===== config.mk =====
export PLATFORM = sky130hd
export DESIGN_NAME = kvst_ctrl
export DESIGN_NICKNAME = d
export VERILOG_FILES = /design/src/kvst_pkg.sv /design/src/kvst_ctrl.sv
export SDC_FILE = /design/constraint.sdc
export NUM_CORES = 1
export LEC_CHECK = 0
export ABC_AREA = 1
export BUFFER_PORTS_ARGS = -buffer_cell sky130_fd_sc_hd__clkbuf_2
export CAP_MARGIN = 20
export CELL_PAD_IN_SITES_DETAIL_PLACEMENT = 1
export CELL_PAD_IN_SITES_GLOBAL_PLACEMENT = 1
export CORE_AREA = 2 2 39 41
export DETAILED_ROUTE_END_ITERATION = 7
export DIE_AREA = 0 0 41 43
export PLACE_DENSITY_LB_ADDON = 0.1
export SLEW_MARGIN = 20
export SYNTH_ARGS = -nofsm -noshare
export SYNTH_HDL_FRONTEND = slang
export SYNTH_SLANG_ARGS = --single-unit

===== constraint.sdc =====
create_clock -name aclk -period 0.9 [get_ports aclk]
set_input_delay 0.18 -clock aclk [delete_from_list [all_inputs] [get_ports aclk]]
set_output_delay 0.18 -clock aclk [all_outputs]
set_load 0.02 [all_outputs]

===== src/kvst_pkg.sv =====
// Shared types and codes of the key/value slot table.
// Used by the controller, the datapath, the top level and the checker.
package kvst_pkg;

    localparam int OP_W          = 3;
    localparam int STATUS_W      = 2;
    localparam int KEY_FIELD_W   = 64;
    localparam int VALUE_FIELD_W = 64;
    localparam int S_TDATA_W     = 136;
    localparam int M_TDATA_W     = 72;

    localparam logic [OP_W-1:0] OP_SET   = 3'd0;
    localparam logic [OP_W-1:0] OP_GET   = 3'd1;
    localparam logic [OP_W-1:0] OP_DEL   = 3'd2;
    localparam logic [OP_W-1:0] OP_MOD   = 3'd3;
    localparam logic [OP_W-1:0] OP_EXIST = 3'd4;

    localparam logic [STATUS_W-1:0] ST_OK      = 2'd0;
    localparam logic [STATUS_W-1:0] ST_DUP     = 2'd1;
    localparam logic [STATUS_W-1:0] ST_MISSING = 2'd2;
    localparam logic [STATUS_W-1:0] ST_FULL    = 2'd3;

    typedef enum logic [2:0] {
        S_IDLE,
        S_SCAN,
        S_ACT,
        S_TRIM_RD,
        S_TRIM_CHK,
        S_DONE
    } kvst_state_t;

    // Controller to datapath.
    typedef struct packed {
        logic start;
        logic scan;
        logic act;
        logic trim_rd;
        logic trim_chk;
        logic load_out;
    } kvst_cmd_t;

    // Datapath to controller.
    typedef struct packed {
        logic scan_end;
        logic trim_req;
        logic hw_zero;
        logic slot_used;
        logic out_free;
    } kvst_sts_t;

endpackage


===== src/kvst_ctrl.sv =====
// Sequencer of the slot table: scan, act, trim and hand-off of one request.
// Depends on kvst_pkg; drives the datapath through kvst_cmd_t.
module kvst_ctrl (
    input  logic               aclk,
    input  logic               aresetn,
    input  logic               s_tvalid,
    output logic               s_tready,
    input  kvst_pkg::kvst_sts_t sts,
    output kvst_pkg::kvst_cmd_t cmd
);
    import kvst_pkg::*;

    kvst_state_t state_reg;
    kvst_state_t state_next;

    always_ff @(posedge aclk) begin
        if (!aresetn) begin
            state_reg <= S_IDLE;
        end else begin
            state_reg <= state_next;
        end
    end

    always_comb begin
        state_next = state_reg;
        unique case (state_reg)
            S_IDLE: begin
                if (s_tvalid) begin
                    state_next = S_SCAN;
                end
            end
            S_SCAN: begin
                if (sts.scan_end) begin
                    state_next = S_ACT;
                end
            end
            S_ACT: begin
                state_next = sts.trim_req ? S_TRIM_RD : S_DONE;
            end
            S_TRIM_RD: begin
                state_next = sts.hw_zero ? S_DONE : S_TRIM_CHK;
            end
            S_TRIM_CHK: begin
                // stop at the first used slot from the top
                state_next = sts.slot_used ? S_DONE : S_TRIM_RD;
            end
            S_DONE: begin
                if (sts.out_free) begin
                    state_next = S_IDLE;
                end
            end
            default: begin
                state_next = S_IDLE;
            end
        endcase
    end

    always_comb begin
        cmd          = '0;
        s_tready     = 1'b0;
        unique case (state_reg)
            S_IDLE: begin
                s_tready  = 1'b1;
                cmd.start = s_tvalid;
            end
            S_SCAN:     cmd.scan     = 1'b1;
            S_ACT:      cmd.act      = 1'b1;
            S_TRIM_RD:  cmd.trim_rd  = !sts.hw_zero;
            S_TRIM_CHK: cmd.trim_chk = 1'b1;
            S_DONE:     cmd.load_out = sts.out_free;
            default: begin
                cmd = '0;
            end
        endcase
    end

endmodule


# After elaboration in Yosys (flattened, before gate mapping)
# Cells that the tools add are included.
# classes
n_lt_le_gt_ge	0
n_reduce_logical	3
shifts	0
bitwise	0
eq_ne	8
add_sub_neg	0
multipliers	0
muxes	14
n_div	0
# ops
operator	count
case mux 3 bit (6 select lines)	1
2-to-1 mux 3 bit	5
2-to-1 mux 1 bit	8
equality test 3 x 2 -> 1 bit (second input constant)	2
equality test 3 bit (second input constant)	2
!= test 2 bit (second input constant)	3
equality test 3 x 1 -> 1 bit (second input constant)	1
logical NOT 3 bit	1
AND reduction 3 bit	1
logical NOT 1 bit	1
# totals
n_memories	0
mem_bits_ro	0
register_bits	3
ramBits	0
word_cells	26
input_bits	8
out_inout_bits	7
latchBits	0

# Logic depth before layout (Yosys ltp)
# Gate-level depths: netlist of run 1.
# depth
ltp_word	3
ltp_mapped	7
ltp_nobuf	7

# Worst setup path after synthesis of run 1
# Ideal clock, no wire load.
# synth_timing
path_kind	flip-flop to output port
from	reg state_reg[1]
to	out cmd[2] in the netlist's numbering
required_time_ps	720
path_buffers	0
stages_incl_launch_ff	3
path_slack_ps	-420
t_arrival_ps	1140
path_cell_list	dfxtp_1 > inv_1 > nor4_1
# synth_lines
item	line	source
start, declared	kvst_ctrl.sv:13	kvst_state_t state_reg;
start signal, assigned	kvst_ctrl.sv:20	state_reg <= state_next;
end, declared	kvst_ctrl.sv:9	output kvst_pkg::kvst_cmd_t cmd

==> results.cfg, run 1 <==
[final_layout]
design_area_um2 = 526
filler_cell_count = 180
syn2layout_area_growth_pct = 114
final_layout_size_suffix_gt1_frac = 0.656
largest_reg_flops = 3
diodes = 0
fin_nets = 73

[clock_tree]
clk_latency_ns = 0.23
clock_sinks = 3
clk_pin_slew_ns = 0.03
cts_tree = done
clockBufferDepth = 2
ctsHoldBuffers = 0
cts_buffers = 3
cts_htree_levels = 1
cts_root_buf = clkbuf_4

[synthesis]
synth_ff_type = dfxtp_1
synth_area_um2 = 245
synthMuxAreaShare = 0
synth_adder_area_share = 0
synth_xor_xnor_area_share = 0
synthArstFlopShare = 0
syn_avg_cell_area_um2 = 5.84
synth-seq-cells = 3
synth_top_family_by_area = simple AND/OR/NAND/NOR gates
synth_cell_types = 15
synth_cells = 42
synth_area_leaders = dfxtp_1 24%, inv_1 12%, nand2_1 12%
synth_area_leader_cell = dfxtp_1
yosys_warnings = 0
syn_nets = 50
synth_seq_area_share = 0.245
synth_simple_gate_area_frac = 0.490
synthTopCellsByCount = 8 x inv_1, 8 x nand2_1, 6 x nor2_1
synth_edf_count = 0
synth_compound_area_frac = 0.112
synth_top_area_frac = 0.245

[die]
std_cell_rows = 14
num_io_pins = 15
core_area_um2 = 1380
die_area_um2 = 1760
die_w_um = 41
start_util = 0.177
dieHeight_um = 43

[drt]
wl_um = 849
ant_nets = 0
drc = 0
num_vias = 343
via_per_inst = 4.29
post_drt_wl_per_cell_um = 10.6
dr.pass1.iters = 4
drtIter0Drc = 3

[global_routing]
grt_max_degree = 8
grt_util_all_layers = 0.120
grt_pass1_vias = 339
grt-ovfl-total = 0
grt_first_pass_wirelength_um = 1410
antenna_found_initial = 0

[run]
drv_cap = 0

[setup_path]
critPathCaptureType = output pin
r2r_slack_ns = -0.15
crit_type = flop to output pin
worstPathMaxFanout = 4
r2r_end = state_reg[0]$_SDFFE_PN0P_
worstPathRequired_ns = 0.72
cp-startpoint = state_reg[1]$_SDFFE_PN0P_
crit_path_end = cmd[2]
r2r-start = state_reg[0]$_SDFFE_PN0P_
slowest_delay_ns = 0.37
critical_path_arrival_ns = 1.06
worstRegToRegCells = 6
cpMaxStageDelayCell = dfxtp_4
startpoint_type = flop
path_cells = inv_4 -> nor4_4 -> buf_4

[timing]
fin_crit_sh = 1.37
setup_slack_ns = -0.336
finalHoldViolations = 0
tns_ns = -2.43
rsz0062_at_grt = yes
max_freq_mhz = 809
slew_viol_final = 0
setup_violations = 10
fin_crit_ns = 1.24
whs_ns = 0.220
worst_pin_slew_ns = 0.180
finClkSkew_ns = 0.00181
relSlewSlack = 0.879

[power_and_ir_drop]
p_per_area_nw_per_um2 = 2280
peakVddDrop_mv = 1.12
leakage_uw = 0.000250

[placement]
gp_congestion = 0.695
port_buffers = 14
dpl_cell_area_um2 = 419
hpwl_um = 675

[run_status]
outcome = complete, but fails checks
failed_checks = setup timing

[worst_hold_path]
hold_path_class = input pin to flop
hold_path_depth = 3
==> per-layer routing <==
layer | track usage | vias to the layer above | part of all wire
li1 | - | 180 | -
met5 | 0 | - | 0
met2 | 0.188 | 7 | 0.57
met1 | 0.134 | 156 | 0.41
met4 | 0.0800 | 0 | 0
met3 | 0.0314 | 0 | 0.025
==> what timing repair did <==
action,4_1_cts,5_1_grt
endpoints found under the setup margin,10,10
buffers inserted,1,0
pin swaps,2,2
gates resized for setup,15,7
==> power by group <==
group          leakage, µW  switching (µW)  internal [µW]
Clock            0.0000150            62.7            166
Combinational     0.000208             387            336
Sequential       0.0000267            69.3            175
Total             0.000250             519            677
==> kinds of logic after synthesis <==
logic type | Yosys count
buf+inv | 10
simple gates | 25
flops | 3
compound gates | 4
==> cell usage in the layout, fill, tap and decap left out, types with 2 or more instances in the layout <==
master / instances
dfxtp_4: 3
buf_8: 4
nand3_1: 3
inv_2: 2
nand2_2: 2
clkbuf_2: 7
nand4_1: 2
nand2_1: 6
nor2_2: 3
nor2_1: 2
buf_4: 4
clkbuf_4: 4
inv_4: 2
inv_1: 5
nor2_4: 4
==> how the worst min path moves through the flow <==
stage / startpoint / end / slack [ns]
after global routing: aresetn / state_reg[0]$_SDFFE_PN0P_ / 0.23
after CTS: aresetn / state_reg[0]$_SDFFE_PN0P_ / 0.21
final: aresetn / state_reg[0]$_SDFFE_PN0P_ / 0.22
after detailed placement: aresetn / state_reg[0]$_SDFFE_PN0P_ / 0.46
after global placement: aresetn / state_reg[0]$_SDFFE_PN0P_ / 0.45
after floorplan: sts[1] / state_reg[2]$_SDFFE_PN0P_ / 0.32
==> per-stage QoR <==
stage               power, µW  instances  setup WS, ns  utilization
floorplan                 627         42       -0.0671            -
CTS                      1190         80        -0.369        0.373
finish                   1200         80        -0.336        0.380
global route             1300         80        -0.398        0.380
global placement          790         75        -0.150        0.303
detailed placement        786         75        -0.156        0.303
==> worst max-delay path, delay by kind of cell (launching register included) <==
kind	cells	cell delay, ns
buffers and inverters	2	0.22
AND/OR/NAND/NOR	1	0.23
flip-flops	1	0.37
==> final cells by class <==
class                           instances  area [µm²]  share of cell area
Tap cell                               16        20.0              0.0381
Clock buffer                            4        26.3              0.0500
Multi-Input combinational cell         29         203               0.386
Inverter                               10        47.5              0.0905
Sequential cell                         3        71.3               0.136
Timing Repair Buffer                   18         158               0.300
(Power assumes the default switching activity.)
==> run 2, diff against run 1 <==
--- a/config.mk
+++ b/config.mk
@@ -5,14 +5,13 @@
 export SDC_FILE = /design/constraint.sdc
 export NUM_CORES = 1
 export LEC_CHECK = 0
-export ABC_AREA = 1
-export BUFFER_PORTS_ARGS = -buffer_cell sky130_fd_sc_hd__clkbuf_2
 export CAP_MARGIN = 20
 export CELL_PAD_IN_SITES_DETAIL_PLACEMENT = 1
 export CELL_PAD_IN_SITES_GLOBAL_PLACEMENT = 1
 export CORE_AREA = 2 2 39 41
 export DETAILED_ROUTE_END_ITERATION = 7
 export DIE_AREA = 0 0 41 43
+export DONT_BUFFER_PORTS = 1
 export PLACE_DENSITY_LB_ADDON = 0.1
 export SLEW_MARGIN = 20
 export SYNTH_ARGS = -nofsm -noshare
==> results.cfg, run 2 <==
[timing]
fin_crit_ns = 1.29
fin_crit_sh = 1.43
rsz0062_at_grt = yes
worst_pin_slew_ns = 0.253
max_freq_mhz = 778
finalHoldViolations = 0
relSlewSlack = 0.829
setup_slack_ns = -0.385
finClkSkew_ns = 0.0115
tns_ns = -2.78
slew_viol_final = 0
setup_violations = 10

[synthesis]
synth_seq_area_share = 0.197
yosysMostFrequentCell = nand2b_1
synth_area_leader_cell = dfxtp_1
syn_nets = 44
synth_cell_types = 25
synth_edf_count = 0
synth_area_leaders = dfxtp_1 20%, nand2b_1 8.2%, buf_6 7.4%
synth_area_um2 = 305
synth-seq-cells = 3
synthTopCellsByCount = 4 x nand2b_1, 3 x a21oi_1, 3 x dfxtp_1
synth_top_area_frac = 0.197
synthArstFlopShare = 0
synth_cells = 36
syn_avg_cell_area_um2 = 8.48
synth_ff_type = dfxtp_1
yosys_warnings = 0

[clock_tree]
clock_sinks = 3
cts_tree = done
clk_latency_ns = 0.25
clk_pin_slew_ns = 0.04
cts_buffers = 3
ctsHoldBuffers = 0
cts_htree_levels = 1
cts_root_buf = clkbuf_4
clockBufferDepth = 2

[setup_path]
worstPathMaxFanout = 8
critPathCaptureType = output pin
startpoint_type = flop
critical_path_arrival_ns = 1.11
path_cells = buf_4 -> nor3_4 -> and2_4
worstPathRequired_ns = 0.72
cpMaxStageDelayCell = dfxtp_4
path_buf_inv = 1
crit_type = flop to output pin
slowest_delay_ns = 0.38
cpLargestDelayFamily = flip-flops

[power_and_ir_drop]
p_per_area_nw_per_um2 = 1330
power.switching_uw = 255
power_frac_comb = 0.421
internal_power_uw = 486
peakVddDrop_mv = 0.675
p_sw_frac = 0.344
p_total_uw = 741
leakage_uw = 0.000216
clkPwrFrac = 0.348
p_seq_frac = 0.232

[drt]
post_drt_wl_per_cell_um = 15.0
drtIter0Drc = 0
num_vias = 317
ant_nets = 0
wl_um = 987
dr.pass1.iters = 1
via_per_inst = 4.80
drc = 0

[die]
start_util = 0.221
die_area_um2 = 1760
core_area_um2 = 1380
std_cell_rows = 14
num_io_pins = 15
dieHeight_um = 43
die_w_um = 41

[final_layout]
final_layout_size_suffix_gt1_frac = 0.700
fin_nets = 59
final_cell_mix = 7 x buf_6, 5 x buf_4, 3 x nand2b_4, 3 x clkbuf_4, 3 x dfxtp_4
diodes = 0
syn2layout_area_growth_pct = 82.0
layout_commonest_cell = buf_6
final_util = 0.401
filler_cell_count = 169
largest_reg_flops = 3

[worst_hold_path]
hold_path_class = input pin to flop

[placement]
hpwl_um = 618
place_worst_setup_slack_ns = -0.211
port_buffers = 0
gp_congestion = 0.659

[global_routing]
grt_pass1_vias = 340
grt_first_pass_wirelength_um = 1480
grt_util_all_layers = 0.132
grt-ovfl-total = 0
antenna_found_initial = 0
grt_max_degree = 9

[run]
drv_cap = 0

[run_status]
failed_checks = setup timing
outcome = complete, but fails checks
==> run 2: cell types whose count changed in the layout (fill, tap and decap cells not counted), moves of 3 or more <==
cell / previous run / this run
buf_8: 4 / 0
nand2_1: 6 / 1
buf_6: 1 / 7
nand3_1: 3 / 0
inv_1: 5 / 2
clkbuf_2: 7 / 0
nand2b_4: 0 / 3
nor2_2: 3 / 0
==> run 2: path summary, 6_finish.rpt <==
check                                 start                   endpoint  slack [ns]  cells after the start
setup reg to reg  state_reg[2]$_SDFFE_PN0P_  state_reg[1]$_SDFFE_PN0P_       -0.27                      5
hold reg to reg   state_reg[1]$_SDFFE_PN0P_  state_reg[1]$_SDFFE_PN0P_        0.60                      2
hold / removal                      aresetn  state_reg[2]$_SDFFE_PN0P_        0.05                      1
setup / recovery  state_reg[1]$_SDFFE_PN0P_                     cmd[5]       -0.39                      3
==> run 2: power groups by stage <==
| stage | clock (µW) | combinational, µW | sequential [µW] |
|---|---|---|---|
| 6_report | 258 | 312 | 172 |
| 5_1_grt | 299 | 332 | 175 |
| 4_1_cts | 249 | 268 | 172 |
| 3_5_place_dp | 0 | 228 | 178 |
| 3_3_place_gp | 0 | 229 | 179 |
| 2_1_floorplan | 0 | 183 | 154 |
==> run 2: final cells by class <==
class | instances | area [µm²] | share of cell area
inverters | 3 | 16.3 | 0.0293
multi-input cells | 27 | 285 | 0.514
flip-flops and latches | 3 | 71.3 | 0.128
clock buffers | 4 | 26.3 | 0.0473
well taps | 16 | 20.0 | 0.0360
repair buffers | 13 | 136 | 0.245
==> run 2: cells by family after synthesis <==
logic type	Yosys count	share of synthesized area
flip-flops	3	0.197
AND/OR/NAND/NOR	16	0.389
AO/OA/AOI/OAI	9	0.209
buffers and inverters	6	0.135
multiplexers	2	0.0697
==> run 2: worst reg2reg max path, delay by kind of cell, from the launching register on <==
kind / cells / cell delay [ns]
simple gates: 1 / 0.15
buf+inv: 2 / 0.25
flops: 1 / 0.37
compound gates: 2 / 0.29
==> run 2: stage by stage <==
stage | hold WS, ns | cell area [µm²] | instances
6_report | 0.0530 | 556 | 66
5_1_grt | 0.0356 | 556 | 66
4_1_cts | 0.0552 | 495 | 65
3_5_place_dp | 0.303 | 399 | 57
3_3_place_gp | 0.312 | 399 | 57
2_1_floorplan | 0.297 | 340 | 36
==> run 2: routing by layer <==
layer	track usage	wire (µm)
met1	0.148	394
met2	0.197	498
met3	0.0524	69
met4	0.0800	25
met5	0	0
==> run 2: repair_timing <==
| item | in CTS | in global routing |
|---|---|---|
| resized for setup | 12 | 14 |
| pin swaps | 8 | 4 |
| setup buffers | 4 | 1 |
| endpoints found under the setup margin | 10 | 10 |
==> run 3, diff against run 2 <==
--- a/config.mk
+++ b/config.mk
@@ -13,6 +13,7 @@
 export DIE_AREA = 0 0 41 43
 export DONT_BUFFER_PORTS = 1
 export PLACE_DENSITY_LB_ADDON = 0.1
+export SKIP_CTS_REPAIR_TIMING = 1
 export SLEW_MARGIN = 20
 export SYNTH_ARGS = -nofsm -noshare
 export SYNTH_HDL_FRONTEND = slang
==> results.cfg, run 3 (synthesis gave the netlist of run 2 again) <==
[setup_path]
crit_type = flop to output pin
critical_path_arrival_ns = 1.09
startpoint_type = flop
critPathCaptureType = output pin
worstPathRequired_ns = 0.72
worstRegToRegCells = 4
worstPathMaxFanout = 6

[timing]
max_freq_mhz = 789
worst_pin_slew_ns = 0.260
fin_crit_sh = 1.41
fin_crit_ns = 1.27
slew_viol_final = 0
relSlewSlack = 0.826
setup_violations = 10
finClkSkew_ns = 0.00719
finalHoldViolations = 0
rsz0062_at_grt = yes
setup_slack_ns = -0.367

[global_routing]
antenna_found_initial = 0
grt_pass1_vias = 294
grt_first_pass_wirelength_um = 1210
grt_max_degree = 13
grt-ovfl-total = 0
grt_util_all_layers = 0.103

[clock_tree]
clk_latency_ns = 0.24
cts_root_buf = clkbuf_4
cts_buffers = 3
clockBufferDepth = 2
clk_pin_slew_ns = 0.03
clock_sinks = 3
cts_tree = done
cts_htree_levels = 1

[drt]
drtIter0Drc = 1
ant_nets = 0
num_vias = 321
via_per_inst = 4.79
post_drt_wl_per_cell_um = 13.7
drc = 0
dr.pass1.iters = 2
wl_um = 921

[power_and_ir_drop]
internal_power_uw = 478
power_frac_comb = 0.417
p_per_area_nw_per_um2 = 1350
leakage_uw = 0.000205
clkPwrFrac = 0.343
peakVddDrop_mv = 0.605
p_sw_frac = 0.326
power.switching_uw = 232
p_total_uw = 710
p_seq_frac = 0.239

[final_layout]
syn2layout_area_growth_pct = 71.7
filler_cell_count = 168
final_layout_size_suffix_gt1_frac = 0.647
final_cell_mix = 7 x buf_4, 5 x buf_6, 3 x clkbuf_4, 3 x dfxtp_4
largest_reg_flops = 3
fin_nets = 60
layout_commonest_cell = buf_4
diodes = 0
design_area_um2 = 524

[run_status]
outcome = complete, but fails checks
failed_checks = setup timing

[die]
die_area_um2 = 1760
dieHeight_um = 43
start_util = 0.221
num_io_pins = 15
die_w_um = 41
core_area_um2 = 1380
std_cell_rows = 14

[run]
drv_cap = 0

[placement]
gp_congestion = 0.659
hpwl_um = 618
port_buffers = 0
dpl_cell_area_um2 = 399
place_worst_setup_slack_ns = -0.211

[worst_hold_path]
hold_path_depth = 1
hold_path_class = input pin to flop
run 3: area by class of cell:
class                      count  area, µm²  area share
tap                           16       20.0      0.0382
clock buffer                   4       26.3      0.0501
inverter                       3       13.8      0.0263
multi-input combinational     27        259       0.494
timing repair buffer          14        134       0.255
sequential                     3       71.3       0.136
run 3: metrics by stage:
step           setup TNS (ns)  utilization  std cells  hold WS, ns
6_report                -2.70        0.379         67       0.0602
3_5_place_dp            -1.57        0.288         57        0.303
2_1_floorplan          -0.884            -         36        0.297
5_1_grt                 -3.22        0.379         67       0.0443
3_3_place_gp            -1.56        0.288         57        0.312
4_1_cts                 -3.48        0.307         61       0.0577
run 3: worst max-delay path: stages (launching register included):
cell and delay [ns]:
dfxtp_4 0.36, buf_6 0.12, nor3_4 0.18, and2_4 0.20
run 3: metal layers:
metal	global-route usage	vias up	share of wire
li1	-	155	-
met1	0.129	151	0.43
met2	0.147	13	0.47
met3	0.0524	2	0.080
met4	0.0400	0	0.013
met5	0	-	0
run 3: final timing paths:
check        slack [ns]                        end                      start
max reg2reg       -0.20  state_reg[1]$_SDFFE_PN0P_  state_reg[0]$_SDFFE_PN0P_
min                0.06  state_reg[2]$_SDFFE_PN0P_                    aresetn
min reg2reg        0.60  state_reg[1]$_SDFFE_PN0P_  state_reg[1]$_SDFFE_PN0P_
max               -0.37                     cmd[5]  state_reg[2]$_SDFFE_PN0P_
run 3: power groups by stage:
stage | Clock, µW | Combinational [µW] | Sequential (µW)
after floorplan | 0 | 183 | 154
after global placement | 0 | 229 | 179
after detailed placement | 0 | 228 | 178
after CTS | 249 | 229 | 177
after global routing | 276 | 317 | 172
final | 244 | 296 | 170
